==> config.mk <==
export PLATFORM = sky130hd
export DESIGN_NAME = modular_exponentiation_top
export DESIGN_NICKNAME = d
export VERILOG_FILES = /design/src/rtl/mexp_pkg.sv /design/src/rtl/modular_exponentiation_top.sv
export SDC_FILE = /design/constraint.sdc
export NUM_CORES = 1
export LEC_CHECK = 0
export CAP_MARGIN = 20
export CORE_AREA = 2 2 200 349
export DETAILED_ROUTE_END_ITERATION = 10
export DIE_AREA = 0 0 202 351
export DONT_BUFFER_PORTS = 1
export GPL_TIMING_DRIVEN = 1
export HOLD_SLACK_MARGIN = 0.12
export PLACE_DENSITY = 0.49
export SYNTH_ARGS = -nofsm -noshare
export SYNTH_HDL_FRONTEND = slang
export SYNTH_SLANG_ARGS = --single-unit
==> constraint.sdc <==
create_clock -name clk -period 6.5 [get_ports clk]
set_input_delay 0.65 -clock clk [delete_from_list [all_inputs] [get_ports clk]]
set_output_delay 0.65 -clock clk [all_outputs]
set_load 0.01 [all_outputs]
==> src/rtl/mexp_pkg.sv <==
// Package with shared constants and types for the modular exponentiation block.
package mexp_pkg;

  localparam int DATA_W   = 64;
  localparam int MOD_W    = 31;
  localparam int EXP_BITS = 64;
  localparam int CNT_W    = 7;
  localparam int ADDR_W   = 3;

  localparam logic [MOD_W-1:0] MODULUS_RESET = 31'd998244353;

  // Only the low EXP_BITS bits of the exponent magnitude are scanned.
  localparam logic [DATA_W-1:0] EXP_MASK =
      (EXP_BITS >= DATA_W) ? {DATA_W{1'b1}} : ((64'd1 << EXP_BITS) - 64'd1);

  // Steps of the shared shift-add-reduce unit.
  localparam logic [CNT_W-1:0] RED_STEPS = CNT_W'(DATA_W);
  localparam logic [CNT_W-1:0] MUL_STEPS = CNT_W'(MOD_W);

  // Register index of the modulus, taken from the word address.
  localparam logic REG_MODULUS = 1'b0;

  typedef enum logic [5:0] {
    S_IDLE  = 6'b000001,
    S_RED   = 6'b000010,
    S_ROUND = 6'b000100,
    S_MULA  = 6'b001000,
    S_SQR   = 6'b010000,
    S_DONE  = 6'b100000
  } state_t;

endpackage

==> src/rtl/modular_exponentiation_top.sv <==
// Modular exponentiation top level: sequencer around one shift-add-reduce unit.
// After a request is taken the unit first reduces the base, then squares once per scanned
// exponent bit and multiplies first on each set bit, up to 64 bits; a negative exponent
// adds up to 31 such rounds for modulus-2 before the result is closed out.
// One request is in flight at a time, set by the single unit.
// Reset is synchronous (rst_n low): the sequencer idles, modulus is 998244353.
module modular_exponentiation_top
  import mexp_pkg::*;
(
  input  logic                     clk,
  input  logic                     rst_n,
  input  logic                     in_valid,
  output logic                     in_stall,
  input  logic signed [DATA_W-1:0] in_base,
  input  logic signed [DATA_W-1:0] in_exponent,
  output logic                     out_valid,
  input  logic                     out_stall,
  output logic        [MOD_W-1:0]  out_power,
  input  logic                     cfg_psel,
  input  logic                     cfg_penable,
  input  logic                     cfg_pwrite,
  input  logic        [ADDR_W-1:0] cfg_paddr,
  input  logic        [31:0]       cfg_pwdata,
  output logic        [31:0]       cfg_prdata,
  output logic                     cfg_pready
);

  state_t             state_r, state_nxt;
  logic [CNT_W-1:0]   cnt_r, cnt_nxt;
  logic [DATA_W-1:0]  opnd_r, opnd_nxt;
  logic [MOD_W-1:0]   mula_r, mula_nxt;
  logic [MOD_W-1:0]   red_r, red_nxt;
  logic [MOD_W-1:0]   acc_r, acc_nxt;
  logic [MOD_W-1:0]   b_r, b_nxt;
  logic [DATA_W-1:0]  e_r, e_nxt;
  logic               bneg_r, bneg_nxt;
  logic               eneg_r, eneg_nxt;
  logic               phase2_r, phase2_nxt;
  logic               out_valid_r, out_valid_nxt;
  logic [MOD_W-1:0]   out_power_r, out_power_nxt;
  logic [MOD_W-1:0]   modulus_r, modulus_nxt;

  logic [DATA_W-1:0]  base_u, exp_u, bmag, emag;
  logic [MOD_W:0]     mod_ext, dbl, dbl_red, sum, sum_red;
  logic [MOD_W-1:0]   step_res;
  logic               cfg_wr;

  assign cfg_pready = 1'b1;
  assign cfg_wr     = cfg_psel & cfg_penable & cfg_pwrite;
  assign cfg_prdata = (cfg_paddr[2] == REG_MODULUS) ? {1'b0, modulus_r} : 32'd0;

  always_comb begin
    modulus_nxt = modulus_r;
    if (cfg_wr && cfg_paddr[2] == REG_MODULUS) begin
      modulus_nxt = cfg_pwdata[MOD_W-1:0];
    end
  end

  assign in_stall  = (state_r != S_IDLE);
  assign out_valid = out_valid_r;
  assign out_power = out_power_r;

  assign base_u = in_base;
  assign exp_u  = in_exponent;
  assign bmag   = base_u[DATA_W-1] ? (DATA_W'(0) - base_u) : base_u;
  assign emag   = exp_u[DATA_W-1] ? (DATA_W'(0) - exp_u) : exp_u;

  // One step: double the partial remainder, add the addend when the operand's
  // top bit is set, and keep the result below the modulus.
  assign mod_ext  = {1'b0, modulus_r};
  assign dbl      = {red_r, 1'b0};
  assign dbl_red  = (dbl >= mod_ext) ? (dbl - mod_ext) : dbl;
  assign sum      = dbl_red + (opnd_r[DATA_W-1] ? {1'b0, mula_r} : '0);
  assign sum_red  = (sum >= mod_ext) ? (sum - mod_ext) : sum;
  assign step_res = sum_red[MOD_W-1:0];

  always_comb begin
    state_nxt     = state_r;
    cnt_nxt       = cnt_r;
    opnd_nxt      = opnd_r;
    mula_nxt      = mula_r;
    red_nxt       = red_r;
    acc_nxt       = acc_r;
    b_nxt         = b_r;
    e_nxt         = e_r;
    bneg_nxt      = bneg_r;
    eneg_nxt      = eneg_r;
    phase2_nxt    = phase2_r;
    out_valid_nxt = out_valid_r;
    out_power_nxt = out_power_r;

    if (out_valid_r && !out_stall) begin
      out_valid_nxt = 1'b0;
    end

    if (cnt_r != '0) begin
      red_nxt  = step_res;
      opnd_nxt = opnd_r << 1;
      cnt_nxt  = cnt_r - 1'b1;
    end

    unique case (state_r)
      S_IDLE: begin
        if (in_valid) begin
          bneg_nxt   = base_u[DATA_W-1];
          eneg_nxt   = exp_u[DATA_W-1];
          phase2_nxt = 1'b0;
          e_nxt      = emag & EXP_MASK;
          opnd_nxt   = bmag;
          mula_nxt   = MOD_W'(1);
          red_nxt    = '0;
          if (modulus_r < MOD_W'(2)) begin
            // No valid residue exists, so the result is zero.
            acc_nxt   = '0;
            cnt_nxt   = '0;
            state_nxt = S_DONE;
          end else begin
            cnt_nxt   = RED_STEPS;
            state_nxt = S_RED;
          end
        end
      end
      S_RED: begin
        if (cnt_r == '0) begin
          b_nxt     = (bneg_r && red_r != '0) ? (modulus_r - red_r) : red_r;
          acc_nxt   = MOD_W'(1);
          state_nxt = S_ROUND;
        end
      end
      S_ROUND: begin
        if (e_r == '0) begin
          if (eneg_r && !phase2_r && acc_r != '0) begin
            // Fermat inverse: raise the first result to modulus-2.
            phase2_nxt = 1'b1;
            b_nxt      = acc_r;
            acc_nxt    = MOD_W'(1);
            e_nxt      = DATA_W'(modulus_r - MOD_W'(2));
          end else begin
            state_nxt = S_DONE;
          end
        end else begin
          mula_nxt  = e_r[0] ? acc_r : b_r;
          opnd_nxt  = {b_r, {(DATA_W-MOD_W){1'b0}}};
          red_nxt   = '0;
          cnt_nxt   = MUL_STEPS;
          state_nxt = e_r[0] ? S_MULA : S_SQR;
        end
      end
      S_MULA: begin
        if (cnt_r == '0) begin
          acc_nxt   = red_r;
          mula_nxt  = b_r;
          opnd_nxt  = {b_r, {(DATA_W-MOD_W){1'b0}}};
          red_nxt   = '0;
          cnt_nxt   = MUL_STEPS;
          state_nxt = S_SQR;
        end
      end
      S_SQR: begin
        if (cnt_r == '0) begin
          b_nxt     = red_r;
          e_nxt     = e_r >> 1;
          state_nxt = S_ROUND;
        end
      end
      S_DONE: begin
        if (!out_valid_r || !out_stall) begin
          out_valid_nxt = 1'b1;
          out_power_nxt = acc_r;
          state_nxt     = S_IDLE;
        end
      end
      default: begin
        state_nxt = S_IDLE;
      end
    endcase
  end

  always_ff @(posedge clk) begin
    if (!rst_n) begin
      state_r     <= S_IDLE;
      cnt_r       <= '0;
      phase2_r    <= 1'b0;
      out_valid_r <= 1'b0;
      modulus_r   <= MODULUS_RESET;
    end else begin
      state_r     <= state_nxt;
      cnt_r       <= cnt_nxt;
      phase2_r    <= phase2_nxt;
      out_valid_r <= out_valid_nxt;
      modulus_r   <= modulus_nxt;
    end
  end

  always_ff @(posedge clk) begin
    opnd_r      <= opnd_nxt;
    mula_r      <= mula_nxt;
    red_r       <= red_nxt;
    acc_r       <= acc_nxt;
    b_r         <= b_nxt;
    e_r         <= e_nxt;
    bneg_r      <= bneg_nxt;
    eneg_r      <= eneg_nxt;
    out_power_r <= out_power_nxt;
  end

endmodule

==> results of run 1 <==
-- Yosys cell counts, drive strengths merged (11+ instances only) --
master,instances
a21boi,38
and2,42
a211oi,14
xor2,125
a21oi,162
or2,13
clkbuf,123
o31ai,46
nor3b,11
a221o,21
ha,128
nor3,43
a221oi,17
and3,11
nand3,41
nand2b,23
nand2,223
nor2b,25
o21ai,247
inv,110
a22oi,63
nor4,47
a21o,50
buf,19
a222oi,31
o21bai,11
or3,39
o21a,15
nand4,31
dfxtp,141
o311ai,13
a22o,32
o41ai,21
o22ai,12
edfxtp,190
a31oi,17
nor2,193
o221ai,15
xnor2,116
o211ai,29
mux2i,41
or4,31
-- placed cells by master (no fill, tap or decap), types with 33 or more instances in the layout --
cell,n
sky130_fd_sc_hd__a21boi_0,33
sky130_fd_sc_hd__a21o_1,50
sky130_fd_sc_hd__a21oi_1,135
sky130_fd_sc_hd__a22oi_1,63
sky130_fd_sc_hd__and2_1,41
sky130_fd_sc_hd__buf_4,435
sky130_fd_sc_hd__clkbuf_16,36
sky130_fd_sc_hd__dfxtp_1,136
sky130_fd_sc_hd__edfxtp_1,190
sky130_fd_sc_hd__ha_1,113
sky130_fd_sc_hd__inv_1,107
sky130_fd_sc_hd__mux2i_1,37
sky130_fd_sc_hd__nand2_1,215
sky130_fd_sc_hd__nand3_1,36
sky130_fd_sc_hd__nor2_1,187
sky130_fd_sc_hd__nor3_1,38
sky130_fd_sc_hd__nor4_1,46
sky130_fd_sc_hd__o21ai_0,216
sky130_fd_sc_hd__o31ai_1,43
sky130_fd_sc_hd__or3_1,39
sky130_fd_sc_hd__xnor2_1,111
sky130_fd_sc_hd__xor2_1,123
-- sequential cells by signal, summed over array words and instances, names as in the netlist, 6 cells and up --
name	cells
cnt_r	7
mula_r	31
opnd_r	64
modulus_r	31
out_power	31
acc_r	31
state_r	6
e_r	64
red_r	31
b_r	31
-- layout make-up --
type | instances | share of cell area
clock buffer | 44 | 0.0315
clock inverter | 21 | 0.00628
timing repair buffer | 454 | 0.119
inverter | 111 | 0.0139
tap | 903 | 0.0378
multi-input combinational | 2101 | 0.506
antenna | 1 | 0.0000837
sequential | 331 | 0.286
-- layer usage --
| layer | GRT usage | routed length [um] | vias up |
|---|---|---|---|
| met1 | 0.280 | 35700 | 10800 |
| met2 | 0.494 | 48900 | 619 |
| met4 | 0.127 | 5210 | 0 |
| met3 | 0.0405 | 4570 | 174 |
| met5 | 0 | 0 | - |
| li1 | - | - | 10800 |
-- report_power, final --
| group | leakage (nW) | total (mW) | switching, mW | internal, mW |
|---|---|---|---|---|
| clock network | 0.545 | 2.06 | 0.903 | 1.15 |
| logic | 8.25 | 12.1 | 6.36 | 5.70 |
| registers | 2.97 | 3.39 | 0.413 | 2.97 |
| total | 11.8 | 17.5 | 7.68 | 9.83 |
-- logic make-up (layout without fill, tap and decap cells) --
logic type | count (synthesis) | after routing
AO/OA/AOI/OAI | 884 | 884
XOR/XNOR | 241 | 241
adder cells (fa/ha/maj) | 132 | 132
buffers and inverters | 253 | 630
flip-flops | 331 | 331
multiplexers | 46 | 46
other | 2 | 3
AND/OR/NAND/NOR | 795 | 796
-- how the worst max path moves through the flow --
stage                           end  slack, ns
after floorplan           red_r[11]      0.009
after global placement    red_r[10]      -0.70
after detailed placement   red_r[9]      -0.68
after CTS                 red_r[23]      -0.10
after global routing       red_r[3]      -0.42
final                      red_r[0]      -0.16
-- worst max-delay path: cells and delay by family (launching register included) --
family / cells / cell delay (ns)
compound gates: 12 / 2.05
fa+ha+maj: 3 / 0.76
buf+inv: 7 / 1.05
flops: 1 / 0.34
mux: 1 / 0.30
simple gates: 11 / 2.06
-- what timing repair did --
action | in CTS | in global routing
endpoints found under the setup margin | 31 | 31
setup buffers | 27 | 12
resized for setup | 109 | 102
hold buffers | 0 | 0
cloned | 2 | 0
pin swaps | 48 | 78
-- per-stage QoR --
stage,util,hold slack [ns]
global route,0.438,0.148
floorplan,-,0.416
finish,0.438,0.178
detailed placement,0.404,0.433
CTS,0.431,0.143
global placement,0.404,0.439
==> summary.txt, run 1 <==
CLOCKING
--------------------------------------------------------------------------------------
Number of sinks driven by the clock tree                                           331
Skew-Pair Late Insertion Delay                                                 0.57 ns
CTS H-Tree Depth                                                                     2
TritonCTS clock tree                                                             built
Library cell used as clock root buffer                                    sky130_fd_sc_hd__clkbuf_16
Number of CTS-inserted buffers                                                      36
Worst-case clock buffer depth                                                        3
Clk pin slew, worst setup/hold paths                                           0.06 ns

LOGIC SYNTHESIS
--------------------------------------------------------------------------------------
Synth Warn #                                                                         0
Area share of the leading cell type in the synthesized netlist                   0.241
Asr flop ratio synth                                                                 0
Synthesized area per cell                                                     8.80 um2
Syn Inst Count                                                                    2684
Number of distinct standard cells referenced by the synthesized netlist             82
Xor/xnor cell area share of the yosys netlist                                   0.0893
Nets in the synthesized netlist                                                   2986
Adder and majority cell fraction of the synthesized area                        0.0712
Simple logic cell fraction of the synthesized area                               0.167
Synth Cell Area                                                             0.0236 mm2
Share of the yosys chip area belonging to registers                              0.361
Synth top area cells                                                      sky130_fd_sc_hd__edfxtp_1 24%, sky130_fd_sc_hd__dfxtp_1 12%, sky130_fd_sc_hd__ha_1 6.8%
Share of synthesized area spent on multiplexers                                 0.0197
Main combinational cell family by area after synthesis                    compound AO/OA/AOI/OAI gates
Post-synthesis compound-gate area fraction                                       0.251
Post-synth EDFFs                                                                   190
Post-synthesis sequential element count                                            331
Top flip-flop cell by instance count after synthesis                      sky130_fd_sc_hd__edfxtp_1
Post-synthesis cell type with the largest combined area                   sky130_fd_sc_hd__edfxtp_1

GLOBAL ROUTING
--------------------------------------------------------------------------------------
Pin count of the biggest net entering global routing                                69
Antenna violations before repair                                                     0
Via count of the first global-routing pass                                       23200
Residual overflow from global routing                                                0
Gr usage total                                                                   0.261
Global-route wire length before repair                                          140 mm

SETUP PATH
--------------------------------------------------------------------------------------
Worst stage delay on the critical path                                         0.52 ns
FF-to-FF Start                                                            modulus_r[29]
Crit Path Max Fanout                                                                 8
Critical path required time                                                    7.01 ns
Worst Reg2Reg Path Length in Cells                                                  34
Critical path type                                                        flop to flop
R2r setup slk                                                                 -0.16 ns
Worst Setup End Kind                                                              flop
Origin of the worst setup path                                            modulus_r[29]
Critical Path Start Type                                                          flop
Arrival time of the worst setup path                                           7.17 ns
Cell type of the slowest stage on the worst timing path                   sky130_fd_sc_hd__or4_4
Endpoint of the worst register-to-register path                               red_r[0]

PLACED DESIGN
--------------------------------------------------------------------------------------
Placer's final routability congestion estimate                                   0.930
Total instance count after detailed placement                                     3869
Area after DPL                                                              0.0275 mm2
Place WS                                                                     -0.677 ns
Half-perimeter wire length after placement                                     75.7 mm
PortBufs                                                                             0

FLOORPLANNING
--------------------------------------------------------------------------------------
Y dimension of the die                                                          351 um
Full die area                                                               0.0709 mm2
Core Box Area                                                               0.0682 mm2
Chip width                                                                      202 um
Starting Density                                                                 0.347
Number of placement rows                                                           127
I/O pin count                                                                      236

CELLS AND AREA
--------------------------------------------------------------------------------------
Fill count                                                                        6698
Layout Area Growth over Synthesis                                                26.5%
Layout Cells excl Fill                                                            3966
FF/Latch Area                                                              0.00853 mm2
Share of cells above drive strength 1                                            0.223
Final standard cell area without fillers                                    0.0299 mm2
Area taken by multi-input logic gates                                       0.0151 mm2
Number of nets in the layout                                                      3337

PWR
--------------------------------------------------------------------------------------
Power per cell area                                                         586 mW/mm2
Max VDD drop                                                                  0.296 mV
Leakage component of the power                                                 11.8 nW
Total power                                                                    17.5 mW

TIMING
--------------------------------------------------------------------------------------
Smallest setup slack after layout                                            -0.157 ns
Setup TNS Final                                                               -1.91 ns
Slew Limit Fails                                                                     0
Total setup violations reported at the end of the flow                              26
Transition at the pin with the smallest max-transition slack                   1.08 ns
Share of the clock period used by the worst path after layout                     1.02
Worst Skew                                                                   0.0148 ns
Tmin final                                                                     6.66 ns
Maximum clock frequency                                                      0.150 GHz
Setup repair after global routing missed its margin                               true
Total count of hold-check failures in the final report                               0
Worst slew margin relative to its limit                                          0.276

DRT
--------------------------------------------------------------------------------------
Count of TritonRoute iterations in the first routing pass                           11
Overall via count from detail_route                                              22400
Detailed router's first-iteration violation count                                 1263
Drt via density                                                                   5.64
Number of routed nets with antenna violations                                        0
DRC violations left                                                                  1
Wirelength, routed                                                             94.4 mm
Wire length per cell                                                           23.8 um

MIN PATH
--------------------------------------------------------------------------------------
WHS Endpoint                                                                    eneg_r
HP Start                                                                  in_exponent[63]
Kind of path behind the tightest hold check                               input pin to flop
Cell depth of the worst hold path                                                    0

OUTCOME
--------------------------------------------------------------------------------------
Failing checks                                                            design-rule violations, negative setup slack
Result of the run                                                         finished with violations

FLOW RUN
--------------------------------------------------------------------------------------
Max-cap violations                                                                   0

Note: power is estimated with default switching activity, not from simulation.
==> run 2, diff against run 1 <==
Settings changed: BUFFER_PORTS_ARGS set to -buffer_cell sky130_fd_sc_hd__buf_2, DONT_BUFFER_PORTS 1 to unset, PLACE_DENSITY 0.49 to 0.52.
==> run 2 against run 1 <==
Net effect:
- global-route usage rose by 0.20 points
- register-to-register slack barely moved
- the flow finishes with violations (negative setup slack)
- worst hold slack improved by 0.12 ns
- via count increased by 4.2%
- critical endpoint is now red_r[21]
- largest power group unchanged
==> summary.txt, run 2 (synthesis results as in run 1) <==
TIMING
----------------------------------------------------------------------------
Maximum clock frequency                                            0.150 GHz   -0.19%
Worst slew margin relative to its limit                                0.260   -0.0161
Transition at the pin with the smallest max-transition slack         1.10 ns   +0.0166 ns
Worst Skew                                                         0.0291 ns   +0.0143 ns
Smallest setup slack after layout                                  -0.170 ns   -0.0123 ns
Total setup violations reported at the end of the flow                    24   -7.7%
Slew Limit Fails                                                           0   unchanged
Setup repair after global routing missed its margin                     true
Tmin final                                                           6.67 ns   +0.0123 ns
Share of the clock period used by the worst path after layout           1.03   +0.00190
Total count of hold-check failures in the final report                     0   unchanged

CELLS AND AREA
----------------------------------------------------------------------------
Largest registers                                               e_r: 64 flops, opnd_r: 64 flops
Number of nets in the layout                                            3549   +6.4%
Layout Area Growth over Synthesis                                      30.6%
Most common library cell in the layout ignoring fill and taps   sky130_fd_sc_hd__buf_4
Share of cells above drive strength 1                                  0.273   +0.0500
Layout Cells excl Fill                                                  4179   +5.4%
Final standard cell area without fillers                          0.0309 mm2   +3.3%
Most frequent cells in the layout                               413 x sky130_fd_sc_hd__buf_4, 230 x sky130_fd_sc_hd__buf_2, 217 x sky130_fd_sc_hd__nand2_1
Final core occ                                                         0.453   +0.0143

SETUP PATH
----------------------------------------------------------------------------
Critical path type                                              flop to flop
Critical path required time                                          6.97 ns   -0.04 ns
Critical Path Start Type                                                flop
End of the critical path                                           red_r[21]
FF-to-FF Start                                                  modulus_r[29]
Endpoint of the worst register-to-register path                    red_r[21]
Crit path max-delay family                                      compound AO/OA/AOI/OAI gates
Critical path depth                                                       35   +2.9%
Cell type of the slowest stage on the worst timing path         sky130_fd_sc_hd__o211ai_1
R2r setup slk                                                       -0.17 ns   about the same
Worst stage delay on the critical path                               0.38 ns   -0.14 ns
Worst Reg2Reg Path Length in Cells                                        35   +2.9%
Arrival time of the worst setup path                                 7.14 ns   -0.03 ns
Worst Setup End Kind                                                    flop
Origin of the worst setup path                                  modulus_r[29]
Crit Path Max Fanout                                                       5   -3
CP bufs+invs                                                               8   +1

PWR
----------------------------------------------------------------------------
Leakage component of the power                                       12.7 nW   +7.6%
Power per cell area                                               559 mW/mm2   -4.7%
Max VDD drop                                                        0.286 mV   -3.4%

DRT
----------------------------------------------------------------------------
Detailed router's first-iteration violation count                       1304   +3.2%
Number of routed nets with antenna violations                              0   unchanged
DRC violations left                                                        0   -1
Wirelength, routed                                                   95.9 mm   +1.6%
Wire length per cell                                                 22.9 um   -3.6%
Overall via count from detail_route                                    23300   +4.2%
Drt via density                                                         5.58   -1.1%
Count of TritonRoute iterations in the first routing pass                  6   -5

MIN PATH
----------------------------------------------------------------------------
Kind of path behind the tightest hold check                     input pin to flop

PLACED DESIGN
----------------------------------------------------------------------------
PortBufs                                                                 230   +230
Placer's final routability congestion estimate                         0.961   +3.3%
Area after DPL                                                    0.0286 mm2   +3.8%
Total instance count after detailed placement                           4081   +5.5%
Half-perimeter wire length after placement                           76.6 mm   +1.2%

FLOORPLANNING
----------------------------------------------------------------------------
Y dimension of the die                                                351 um   unchanged
Full die area                                                     0.0709 mm2   unchanged
Number of placement rows                                                 127   unchanged
Core Box Area                                                     0.0682 mm2   unchanged
Starting Density                                                       0.347   unchanged
I/O pin count                                                            236   unchanged
Chip width                                                            202 um   unchanged

OUTCOME
----------------------------------------------------------------------------
Failing checks                                                  negative setup slack
Result of the run                                               finished with violations

CLOCKING
----------------------------------------------------------------------------
Number of sinks driven by the clock tree                                 331   unchanged
Worst-case clock buffer depth                                              3   unchanged
Number of CTS-inserted buffers                                            36   unchanged
TritonCTS clock tree                                                   built
Skew-Pair Late Insertion Delay                                       0.59 ns   +0.02 ns
Clk pin slew, worst setup/hold paths                                 0.06 ns   about the same
CTS H-Tree Depth                                                           2   unchanged
Library cell used as clock root buffer                          sky130_fd_sc_hd__clkbuf_16

GLOBAL ROUTING
----------------------------------------------------------------------------
Residual overflow from global routing                                      0   unchanged
Antenna violations before repair                                           4   +4
Via count of the first global-routing pass                             24100   +3.8%
Global-route wire length before repair                                142 mm   +1.0%
Gr usage total                                                         0.263   +0.00205
Pin count of the biggest net entering global routing                      69   unchanged

FLOW RUN
----------------------------------------------------------------------------
Max-cap violations                                                         0   unchanged

==> run 2: cell count changes in the layout (fill, tap and decap cells not counted), moves of 4 or more <==
cell / delta
sky130_fd_sc_hd__xnor2_2: +5
sky130_fd_sc_hd__buf_4: -22
sky130_fd_sc_hd__a21oi_4: -4
sky130_fd_sc_hd__a21oi_1: +4
sky130_fd_sc_hd__xnor2_1: -5
sky130_fd_sc_hd__buf_2: +230
sky130_fd_sc_hd__clkinvlp_4: +4
sky130_fd_sc_hd__buf_8: +4
sky130_fd_sc_hd__clkinv_1: -5
sky130_fd_sc_hd__clkbuf_1: -4
==> run 2: worst min-delay path by stage <==
stage,depth (start not counted),slack [ns],to,from
floorplan,2,0.42,opnd_r[15],opnd_r[14]
global placement,2,0.44,opnd_r[13],opnd_r[12]
detailed placement,2,0.43,opnd_r[13],opnd_r[12]
CTS,3,0.27,modulus_r[28],cfg_pwdata[28]
global route,3,0.29,modulus_r[23],cfg_pwdata[23]
finish,3,0.29,modulus_r[28],cfg_pwdata[28]
==> run 2: final cells by class <==
cell class                      count  area (um2)
Antenna cell                        2        5.00
Clock buffer                       43         967
Multi-Input combinational cell   2101       15000
Fill cell                        6746       37300
Sequential cell                   331        8540
Inverter                          111         417
Clock inverter                     22         238
Timing Repair Buffer              666        4600
Tap cell                          903        1130
==> run 2: per-stage QoR <==
step           hold WS [ns]  power (mW)  TNS [ns]  setup WS [ns]
2_1_floorplan         0.416        9.38         0        0.00909
3_3_place_gp          0.436        13.6    -21.91         -0.779
3_5_place_dp          0.433        13.7    -23.31         -0.846
4_1_cts               0.266        16.8     -3.23         -0.173
5_1_grt               0.293        18.3    -13.48         -0.528
6_report              0.295        17.2     -2.79         -0.170
==> run 2: where the power goes <==
part	total, mW	internal (mW)	leakage [nW]	switching, mW
clock	2.16	1.20	0.579	0.955
combinational	11.7	5.47	9.11	6.22
sequential	3.39	2.97	2.97	0.417
total	17.2	9.64	12.7	7.59
==> run 2: repair_timing <==
item                                    in CTS  in global routing
gates resized for setup                    132                 62
hold buffers                                 0                  0
pin swaps                                   47                 49
endpoints found under the setup margin      31                 31
cloned                                       2                  1
buffers inserted                            29                  6
==> run 2: routing by layer <==
| metal | vias to the layer above | track usage | wire (um) |
|---|---|---|---|
| met2 | 684 | 0.489 | 48900 |
| met4 | 6 | 0.169 | 6860 |
| met1 | 11200 | 0.277 | 36100 |
| li1 | 11200 | - | - |
| met3 | 214 | 0.0353 | 3980 |
| met5 | - | 0 | 41 |
==> run 2: worst reg2reg max path, delay by kind of cell (launching register included) <==
kind	cells	cell delay, ns
xor gates and xnor gates	1	0.29
and+or+nand+nor	3	0.34
muxes	2	0.45
adders and majority gates	3	0.82
AOI/OAI and AO/OA	18	3.04
DFF	1	0.34
buffers and inverters	8	1.28
